$ cat config.mk
export PLATFORM = sky130hd
export DESIGN_NAME = detent_encoder_and_button_events_unit
export DESIGN_NICKNAME = d
export VERILOG_FILES = /design/src/hw/rtl/detbtn_pkg.sv /design/src/hw/rtl/detent_encoder_and_button_events_unit.sv /design/src/hw/rtl/detbtn_step.sv
export SDC_FILE = /design/constraint.sdc
export NUM_CORES = 1
export LEC_CHECK = 0
export BUFFER_PORTS_ARGS = -buffer_cell sky130_fd_sc_hd__buf_2
export CAP_MARGIN = 20
export CORE_ASPECT_RATIO = 0.5
export CORE_MARGIN = 3
export CORE_UTILIZATION = 60
export DETAILED_ROUTE_END_ITERATION = 12
export GPL_TIMING_DRIVEN = 0
export PLACE_DENSITY = 0.89
export RECOVER_POWER = 25
export SYNTH_ARGS = -nofsm -noshare
export SYNTH_HDL_FRONTEND = slang
export SYNTH_SLANG_ARGS = --single-unit
$ cat constraint.sdc
create_clock -name clk_i -period 10.96 [get_ports clk_i]
set_input_delay 0 -clock clk_i [delete_from_list [all_inputs] [get_ports clk_i]]
set_output_delay 0 -clock clk_i [all_outputs]
set_load 0.005 [all_outputs]
$ cat src/hw/rtl/detbtn_pkg.sv
`timescale 1ns / 1ps

package detbtn_pkg;

  // Event codes reported with every result.
  typedef enum logic [2:0] {
    EV_NONE    = 3'd0,
    EV_CW      = 3'd1,
    EV_CCW     = 3'd2,
    EV_PRESS   = 3'd3,
    EV_RELEASE = 3'd4,
    EV_LONG    = 3'd5
  } event_e;

  // Phase pairs {a, b}: the 00 detent and the two that lead into it.
  localparam logic [1:0] PhDetent   = 2'b00;
  localparam logic [1:0] PhFromCw   = 2'b10;
  localparam logic [1:0] PhFromCcw  = 2'b01;

  localparam logic [15:0] LongPressResetMs = 16'd1000;

  typedef struct packed {
    logic        phase_a;
    logic        phase_b;
    logic        button_level;
    logic [31:0] now_ms;
    logic        clear_count;
  } in_t;

  typedef struct packed {
    event_e             event_code;
    logic signed [31:0] position;
    logic               held;
    logic [31:0]        held_ms;
  } out_t;

  // Everything one poll leaves behind for the next one.
  typedef struct packed {
    logic [1:0]  last_phases;
    logic        last_button;
    logic        button_held;
    logic        long_fired;
    logic [31:0] press_start;
    logic [31:0] detent_total;
  } state_t;

  // State after reset: the button counts as released.
  localparam state_t StateReset = '{
    last_phases:  PhDetent,
    last_button:  1'b1,
    button_held:  1'b0,
    long_fired:   1'b0,
    press_start:  32'd0,
    detent_total: 32'd0
  };

endpackage

$ cat src/hw/rtl/detent_encoder_and_button_events_unit.sv
`timescale 1ns / 1ps

// Detent quadrature encoder and push-button event unit. Each input request is
// one poll of the encoder phases A and B, the active-low button level, a
// free-running millisecond timestamp and a clear flag for the position count.
// Every poll yields exactly one result: an event code (clockwise or
// counter-clockwise step, press, release or long press; a button event wins
// over a step in the same poll), the wrapping signed position count, the held
// flag and the milliseconds elapsed since the press. A step is counted only on
// arrival at the 00 detent. The long-press time is a 16-bit register written
// through the configuration channel, which is always ready; it resets to
// 1000 ms and should be written only while no poll is in flight. Throughput is
// one poll per clock: the whole poll is evaluated combinationally between
// the state registers and the result register, so a result appears the cycle
// after its request is taken. The input side stays ready while the result
// register is empty or is being drained in the same cycle, so with a ready
// consumer requests stream at full rate.
module detent_encoder_and_button_events_unit (
  input  logic              clk_i,
  input  logic              rst_ni,
  input  logic              in_valid_i,
  output logic              in_ready_o,
  input  detbtn_pkg::in_t   in_req_i,
  output logic              out_valid_o,
  input  logic              out_ready_i,
  output detbtn_pkg::out_t  out_rsp_o,
  input  logic              cfg_valid_i,
  output logic              cfg_ready_o,
  input  logic [15:0]       cfg_data_i
);
  import detbtn_pkg::*;

  state_t      st_q, st_d;
  out_t        rsp_q, rsp_d;
  logic        out_valid_q;
  logic [15:0] long_ms_q;
  logic        in_fire;

  // The result register is free when empty or when its result leaves now.
  assign in_ready_o  = !out_valid_q || out_ready_i;
  assign in_fire     = in_valid_i && in_ready_o;
  assign cfg_ready_o = 1'b1;

  detbtn_step u_step (
    .st_i      (st_q),
    .req_i     (in_req_i),
    .long_ms_i (long_ms_q),
    .st_o      (st_d),
    .rsp_o     (rsp_d)
  );

  always_ff @(posedge clk_i or negedge rst_ni) begin
    if (!rst_ni) begin
      st_q        <= StateReset;
      out_valid_q <= 1'b0;
      long_ms_q   <= LongPressResetMs;
    end else begin
      if (in_fire) begin
        st_q <= st_d;
      end
      if (in_fire) begin
        out_valid_q <= 1'b1;
      end else if (out_ready_i) begin
        out_valid_q <= 1'b0;
      end
      if (cfg_valid_i) begin
        long_ms_q <= cfg_data_i;
      end
    end
  end

  // The result payload needs no reset; it is qualified by out_valid_q.
  always_ff @(posedge clk_i) begin
    if (in_fire) begin
      rsp_q <= rsp_d;
    end
  end

  assign out_valid_o = out_valid_q;
  assign out_rsp_o   = rsp_q;

endmodule

$ cat src/hw/rtl/detbtn_step.sv
`timescale 1ns / 1ps

module detbtn_step (
  input  detbtn_pkg::state_t st_i,
  input  detbtn_pkg::in_t    req_i,
  input  logic [15:0]        long_ms_i,
  output detbtn_pkg::state_t st_o,
  output detbtn_pkg::out_t   rsp_o
);
  import detbtn_pkg::*;

  logic [1:0]  phases;
  logic [31:0] count_base;
  logic [31:0] elapsed;
  logic        btn_edge;
  event_e      ev;

  assign phases     = {req_i.phase_a, req_i.phase_b};
  assign count_base = req_i.clear_count ? 32'd0 : st_i.detent_total;
  assign elapsed    = req_i.now_ms - st_i.press_start;
  assign btn_edge   = (req_i.button_level != st_i.last_button);

  always_comb begin
    st_o              = st_i;
    st_o.last_phases  = phases;
    st_o.detent_total = count_base;
    ev                = EV_NONE;

    if (phases == PhDetent) begin
      if (st_i.last_phases == PhFromCw) begin
        st_o.detent_total = count_base + 32'd1;
        ev                = EV_CW;
      end else if (st_i.last_phases == PhFromCcw) begin
        st_o.detent_total = count_base - 32'd1;
        ev                = EV_CCW;
      end
    end

    if (btn_edge) begin
      st_o.last_button = req_i.button_level;
      st_o.long_fired  = 1'b0;
      if (!req_i.button_level) begin
        st_o.button_held = 1'b1;
        st_o.press_start = req_i.now_ms;
        ev               = EV_PRESS;
      end else begin
        st_o.button_held = 1'b0;
        ev               = EV_RELEASE;
      end
    end else if (st_i.button_held && !st_i.long_fired) begin
      if (elapsed >= {16'd0, long_ms_i}) begin
        st_o.long_fired = 1'b1;
        ev              = EV_LONG;
      end
    end

    rsp_o.event_code = ev;
    rsp_o.position   = st_o.detent_total;
    rsp_o.held       = st_o.button_held;
    // On the press poll the start equals now, so the elapsed time is zero.
    if (!st_o.button_held) begin
      rsp_o.held_ms = 32'd0;
    end else if (btn_edge) begin
      rsp_o.held_ms = 32'd0;
    end else begin
      rsp_o.held_ms = elapsed;
    end
  end

endmodule

==> results of run 1 <==
-- metrics by stage --
step / worst slack (ns) / std cells / utilization [%]
3_3_place_gp: 6.18 / 1436 / 68.0
3_5_place_dp: 6.02 / 1438 / 68.3
5_1_grt: 5.38 / 1525 / 75.5
2_1_floorplan: 6.88 / 1090 / -
6_report: 5.67 / 1525 / 75.5
4_1_cts: 5.89 / 1525 / 75.6
-- Yosys cell counts, types with 6 or more instances --
| cell | instances | area, um2 |
|---|---|---|
| and2_1 | 7 | 43.8 |
| or3_1 | 8 | 50.1 |
| nand2b_1 | 13 | 81.3 |
| nor4_1 | 11 | 68.8 |
| nor2b_1 | 20 | 125 |
| nor2_1 | 103 | 387 |
| o21a_1 | 7 | 52.6 |
| a31oi_1 | 11 | 68.8 |
| a21oi_1 | 63 | 315 |
| and3_1 | 21 | 131 |
| ha_1 | 49 | 613 |
| a21o_1 | 12 | 90.1 |
| nand4_1 | 17 | 106 |
| nand2_1 | 168 | 631 |
| edfxtp_1 | 68 | 2040 |
| o21ai_0 | 80 | 400 |
| o211ai_1 | 11 | 82.6 |
| mux2_2 | 36 | 405 |
| a211oi_1 | 6 | 45.0 |
| a22oi_1 | 7 | 52.6 |
| xor2_1 | 14 | 123 |
| xnor2_1 | 34 | 298 |
| nand3_1 | 26 | 130 |
| clkbuf_1 | 36 | 135 |
| nor3_1 | 24 | 120 |
| inv_1 | 62 | 233 |
| dfrtp_1 | 79 | 1980 |
| buf_6 | 6 | 67.6 |
| dfstp_2 | 7 | 184 |
-- sequential cells by signal, indices dropped and copies added, names as in the netlist --
signal,flops
out_rsp_o,68
st_q,69
out_valid_o,1
long_ms_q,16
-- worst max-delay path by stage --
stage                  start            end  slack, ns  cells after the start
detailed placement  st_q[32]  out_rsp_o[65]       6.02                     18
global placement    st_q[32]  out_rsp_o[65]       6.18                     18
floorplan           st_q[32]  out_rsp_o[65]       6.88                     18
CTS                 st_q[32]  out_rsp_o[65]       5.89                     18
global route        st_q[32]  out_rsp_o[65]       5.38                     18
finish              st_q[32]  out_rsp_o[65]       5.67                     18
-- cells by family (layout without fill, tap and decap cells) --
logic type,count (synthesis),after routing
muxes,38,38
DFF,154,154
xor gates and xnor gates,48,48
AOI/OAI and AO/OA,242,242
other,1,1
buffers and inverters,116,330
adders and majority gates,52,52
and+or+nand+nor,439,439
-- area by class of cell --
class | instances | share of cell area, %
Clock buffer | 20 | 3.87
Clock inverter | 12 | 1.15
Timing Repair Buffer | 182 | 10.1
Multi-Input combinational cell | 820 | 42.8
Buffer | 53 | 2.16
Inverter | 63 | 2.00
Tap cell | 221 | 2.34
Sequential cell | 154 | 35.6
-- worst register-to-register path, cell delays in order (launching register included) --
cell and delay [ns]:
dfrtp_1 0.40, ha_1 0.22, fa_1 0.43, nand2b_1 0.19
a21o_1 0.22, and2_1 0.21, nor2_1 0.12, nor2_1 0.07
xnor2_1 0.28, ha_1 0.31, nand4_1 0.14, nor2_1 0.06
a2111oi_0 0.94, o211ai_1 0.15, nor4b_1 0.35, nand4_1 0.15
o41ai_2 0.35, nand2_1 0.13, maj3_2 0.32
-- what timing repair did --
| action | 4_1_cts | 5_1_grt |
|---|---|---|
| resized for setup | 0 | 0 |
| buffers inserted | 0 | 0 |
| hold endpoints to repair | 132 | 0 |
| hold buffers | 55 | 0 |
-- power groups by stage --
stage	Sequential, mW	Combinational, mW	Clock [mW]
after floorplan	0.769	0.670	0
after global placement	0.774	0.900	0
after detailed placement	0.777	0.934	0
after CTS	0.767	0.963	0.600
after global routing	0.780	1.10	0.629
final	0.771	1.01	0.605
-- per-layer routing --
| layer | part of all wire (%) | track usage (%) | wire (um) | vias up |
|---|---|---|---|---|
| met5 | 0 | 0 | 0 | - |
| li1 | - | - | - | 4266 |
| met1 | 40 | 42.4 | 11900 | 4464 |
| met2 | 48 | 58.3 | 14200 | 510 |
| met4 | 3.3 | 12.8 | 974 | 0 |
| met3 | 7.9 | 6.15 | 2330 | 102 |
==> results.py, run 1 <==
metrics = {
    "cells_and_area": {
        "drive_gt1_share_pct": 17.1,
        "final_common_cell": "nand2_1",
        "mostFrequentLayoutCells": "nand2_1 (168), buf_2 (130), nor2_1 (103)",
        "fin_nets": 1398,
        "syn2layout_area_growth_pct": 21.2,
        "post-route-cell-area_mm2": 0.0118,
        "fillers": 1099,
        "multi_input_area_mm2": 0.00505,
        "seq_area_mm2": 0.00420,
        "antenna_cells": 0,
    },
    "power_and_ir_drop": {
        "p_clk_share_pct": 25.4,
        "p_switching_uw": 926,
        "finalPower_mw": 2.38,
        "p_comb_share_pct": 42.2,
        "ir_drop_mv": 0.136,
        "switching_share_pct": 38.9,
        "p_int_mw": 1.46,
        "p_leak_nw": 5.17,
        "seqPwrFrac_pct": 32.4,
        "power_density_mw_per_mm2": 202,
    },
    "logic_synthesis": {
        "synthArstFlopShare_pct": 55.8,
        "syn_area_per_cell_um2": 8.94,
        "ys_warn_count": 0,
        "synth_compound_area_share_pct": 15.4,
        "synthFlopType": "dfrtp_1",
        "seq_area_frac_synth_pct": 43.1,
        "synth.area.mux_share_pct": 4.37,
        "synthXorXnorAreaFrac_pct": 4.31,
        "synth_edf_count": 68,
        "synthesis.area_mm2": 0.00975,
        "yosysUniqueCellTypes": 71,
        "yosys.area_share.simple_pct": 21.0,
        "synth_adder_area_share_pct": 6.71,
        "syn-num-nets": 1197,
        "synth_seq_cells": 154,
        "synth_top_family_by_area": "simple AND/OR/NAND/NOR gates",
        "synthCells": 1090,
    },
    "detailed_routing": {
        "ant_nets": 0,
        "drt-initial-drc-count": 860,
        "drt_pass1_iterations": 5,
        "vias": 9342,
        "wl_um": 29400,
        "viasPerCell": 6.13,
        "drc": 0,
        "wl_per_cell_um": 19.3,
    },
    "outcome": {
        "violations": "max-capacitance violations, max-slew violations",
        "status": "complete, but fails checks",
    },
    "grt": {
        "grt_first_pass_wirelength_um": 47000,
        "grt.overflow.total": 0,
        "grt_start_max_net_pins": 70,
        "grt_pass1_vias": 9159,
        "antenna_found_initial": 0,
        "globalRouteTotalUtil_pct": 33.6,
    },
    "clock_tree": {
        "ctsLongestPathBuffers": 2,
        "cts_root_buf": "clkbuf_16",
        "clock_sinks": 154,
        "cts_tree": "done",
        "clk_pin_slew_worst_paths_ns": 0.08,
        "clock_latency_ns": 0.43,
        "htreeDepth": 4,
        "cts_buffers": 17,
    },
    "timing": {
        "relSlewSlack_pct": -160,
        "final_hold_viol_count": 0,
        "period_needed_ns": 5.29,
        "skew_ns": 0.0194,
        "setup_viol": 0,
        "fin_crit_sh_pct": 48.2,
        "fin_setup_tns_ns": 0,
        "rsz0062_at_grt": "no",
        "tightest_slew_ns": 3.91,
        "whs_ns": 0.0808,
        "fmax_mhz": 189,
        "finalMaxSlewViolations": 70,
    },
    "floorplanning": {
        "io_pins": 128,
        "core_mm2": 0.0157,
        "start_util_pct": 62.3,
        "rows": 32,
        "die_y_um": 96.1,
        "die_x_um": 186,
        "dieArea_mm2": 0.0179,
    },
    "setup_path": {
        "cp_max_fo": 4,
        "reg2reg_setup_slack_ns": 5.67,
        "start_kind": "flop",
        "slowest_stage": "a2111oi_0",
        "worstReg2RegStart": "st_q[32]",
        "path_cells": "ha_1 -> fa_1 -> nand2b_1 -> a21o_1 -> and2_1 -> nor2_1 -> nor2_1 -> xnor2_1 -> ha_1 -> nand4_1 -> nor2_1 -> a2111oi_0 -> o211ai_1 -> nor4b_1 -> nand4_1 -> o41ai_2 -> nand2_1 -> maj3_2",
        "critPathBufInv": 0,
        "worst_ep_arrival_time_ns": 5.46,
        "max_stage_delay_ns": 0.94,
        "rr_endpoint": "out_rsp_o[65]",
        "crit_type": "flop to flop",
        "cp_common_cell": "nor2_1",
        "end_kind": "flop",
        "reg2regPathDepth": 18,
        "critPathTopFamily": "compound AO/OA/AOI/OAI gates",
        "cp.required_ns": 11.13,
    },
    "placed_design": {
        "portBuffers": 125,
        "gp_congestion": 0.949,
        "dpl_cell_area_mm2": 0.0107,
        "post-dp-hpwl_um": 20100,
    },
    "hold_path": {
        "worstHoldStart": "cfg_valid_i",
        "hold_depth": 4,
        "holdCritPathClass": "input pin to flop",
        "hold_end": "long_ms_q[3]",
    },
    "job": {
        "cap_violations": 1,
    },
}
Power figures use the tool's default switching activity.
==> inputs of run 2 (changes only) <==
--- a/config.mk
+++ b/config.mk
@@ -9,10 +9,10 @@
 export CAP_MARGIN = 20
 export CORE_ASPECT_RATIO = 0.5
 export CORE_MARGIN = 3
-export CORE_UTILIZATION = 60
+export CORE_UTILIZATION = 53
 export DETAILED_ROUTE_END_ITERATION = 12
 export GPL_TIMING_DRIVEN = 0
-export PLACE_DENSITY = 0.89
+export PLACE_DENSITY = 0.84
 export RECOVER_POWER = 25
 export SYNTH_ARGS = -nofsm -noshare
 export SYNTH_HDL_FRONTEND = slang
==> constraint.sdc (replaced) <==
create_clock -name clk_i -period 4.8 [get_ports clk_i]
set_input_delay 0 -clock clk_i [delete_from_list [all_inputs] [get_ports clk_i]]
set_output_delay 0 -clock clk_i [all_outputs]
set_load 0.005 [all_outputs]
==> run 2 against run 1 <==
  * The run still ends with max-capacitance violations, max-slew violations left
  * Non-clock buffer count rose by 1
  * Cell count rose by 0.92%
  * Sequential power grew 130%
  * First-iteration DRC count decreased by 9.4%
  * Sequential cell count stayed put
  * Combinational power is 130% higher
  * Global-route usage fell by 5.3 points
  * Maximum frequency increased by 13%
  * Routed wire length is 5.3% lower
  * Clock skew decreased by 0.0063 ns
  * Count of clock-buffer cells in the layout decreased by 3
  * Cell area increased by 0.78%
  * Critical endpoint unchanged
==> results.py, run 2 (synthesis results as in run 1) <==
metrics = {
    "floorplanning": {
        "start_util_pct": 55.1,
        "die_x_um": 198,
        "rows": 34,
        "dieArea_mm2": 0.0201,
        "core_mm2": 0.0177,
        "die_y_um": 102,
        "io_pins": 128,
    },
    "detailed_routing": {
        "drc": 0,
        "vias": 9034,
        "drt-initial-drc-count": 779,
        "drt_pass1_iterations": 5,
        "wl_um": 27800,
        "ant_nets": 0,
        "wl_per_cell_um": 18.1,
        "viasPerCell": 5.87,
    },
    "setup_path": {
        "cp_max_fo": 4,
        "critPathBufInv": 0,
        "start_kind": "flop",
        "worstReg2RegStart": "st_q[32]",
        "reg2reg_setup_slack_ns": 0.12,
        "critPathTopFamily": "simple AND/OR/NAND/NOR gates",
        "max_stage_delay_ns": 0.40,
        "path_cells": "ha_1 -> fa_1 -> nand2b_1 -> a21o_1 -> and2_2 -> nor2_1 -> nor2_1 -> o21bai_1 -> xor2_1 -> ha_1 -> a21oi_1 -> nor2b_1 -> nor3_2 -> o211ai_1 -> nor4b_2 -> nand4_1 -> o41ai_4 -> nand2_1 -> maj3_2",
        "critPathLaunch": "st_q[32]",
        "crit_type": "flop to flop",
        "end_kind": "flop",
        "slowest_stage": "dfrtp_1",
        "cp.required_ns": 4.98,
        "worst_ep_arrival_time_ns": 4.86,
    },
    "power_and_ir_drop": {
        "switching_share_pct": 38.8,
        "p_clk_share_pct": 25.8,
        "seqPwrFrac_pct": 32.1,
        "power_density_mw_per_mm2": 458,
        "ir_drop_mv": 0.325,
        "p_int_mw": 3.34,
        "p_switching_mw": 2.12,
        "p_leak_nw": 5.22,
        "p_comb_share_pct": 42.0,
        "finalPower_mw": 5.46,
    },
    "cells_and_area": {
        "instances_no_fill": 1539,
        "top_register": "st_q",
        "final_common_cell": "nand2_1",
        "mostFrequentLayoutCells": "nand2_1 (168), buf_2 (130), nor2_1 (103)",
        "fin_nets": 1399,
        "final_core_util_pct": 67.3,
        "largest_reg_flops": 69,
        "drive_gt1_share_pct": 17.8,
        "antenna_cells": 0,
        "syn2layout_area_growth_pct": 22.2,
        "post-route-cell-area_mm2": 0.0119,
    },
    "timing": {
        "relSlewSlack_pct": -97.5,
        "fin_crit_sh_pct": 97.5,
        "finalMaxSlewViolations": 65,
        "fmax_mhz": 214,
        "whs_ns": 0.137,
        "period_needed_ns": 4.68,
        "setup_viol": 0,
        "final_hold_viol_count": 0,
        "skew_ns": 0.0130,
        "tightest_slew_ns": 2.96,
    },
    "hold_path": {
        "worstHoldStart": "cfg_valid_i",
        "holdCritPathClass": "input pin to flop",
    },
    "grt": {
        "globalRouteTotalUtil_pct": 28.3,
        "grt_first_pass_wirelength_um": 45200,
        "grt_pass1_vias": 8821,
        "antenna_found_initial": 0,
        "grt_start_max_net_pins": 65,
        "grt.overflow.total": 0,
    },
    "clock_tree": {
        "cts_root_buf": "clkbuf_16",
        "cts_buffers": 17,
        "clk_pin_slew_worst_paths_ns": 0.07,
        "cts_tree": "done",
        "htreeDepth": 4,
        "ctsLongestPathBuffers": 2,
        "clock_latency_ns": 0.43,
        "clock_sinks": 154,
    },
    "placed_design": {
        "gp_congestion": 0.913,
        "dpl_cell_area_mm2": 0.0107,
        "dp.cells": 1451,
        "post-dp-hpwl_um": 20300,
        "portBuffers": 125,
    },
    "outcome": {
        "violations": "max-capacitance violations, max-slew violations",
        "status": "complete, but fails checks",
    },
    "job": {
        "cap_violations": 1,
    },
}
[run 2: metal layers]
metal,part of all wire (%),GRT usage (%)
met5,0,0
met2,49,48.0
met1,42,37.6
met3,6.5,5.01
met4,2.6,9.34
[run 2: final timing paths]
kind	end	depth (start not counted)
max in group asynchronous	st_q[37]	3
min in group asynchronous	st_q[4]	2
setup reg to reg	out_rsp_o[65]	19
hold / removal	long_ms_q[9]	4
setup / recovery	out_rsp_o[65]	19
hold reg to reg	st_q[31]	2
[run 2: layout make-up]
type                    instances  area (um2)
clock buffers                  17         425
clock inverters                15         181
flip-flops and latches        154        4200
well taps                     234         293
repair buffers                183        1210
inverters                      63         236
multi-input cells             820        5100
fillers                      1422        5790
plain buffers                  53         255
[run 2: worst min-delay path, cell delays in order]
cell      delay, ns
buf_2          0.12
clkbuf_1       0.24
nand2_1        0.10
o21ai_0        0.08
[run 2: power groups by stage]
stage	sequential, mW	combinational (mW)	clock [mW]
finish	1.75	2.29	1.41
global route	1.78	2.53	1.49
CTS	1.75	2.19	1.43
detailed placement	1.78	2.14	0
global placement	1.77	2.06	0
floorplan	1.76	1.53	0
[run 2: timing repair]
item | CTS | global route
hold endpoints to repair | 133 | 0
pin swaps | 0 | 6
hold buffers | 55 | 0
setup endpoints to repair | 1 | 3
gates resized for setup | 1 | 8
buffers inserted | 0 | 1
[run 2: through the flow]
step	setup slack, ns	TNS, ns
finish	0.121	0
global route	-0.0352	-0.0352
CTS	0.0820	0
detailed placement	0.0200	0
global placement	-0.0129	-0.0129
floorplan	0.724	0
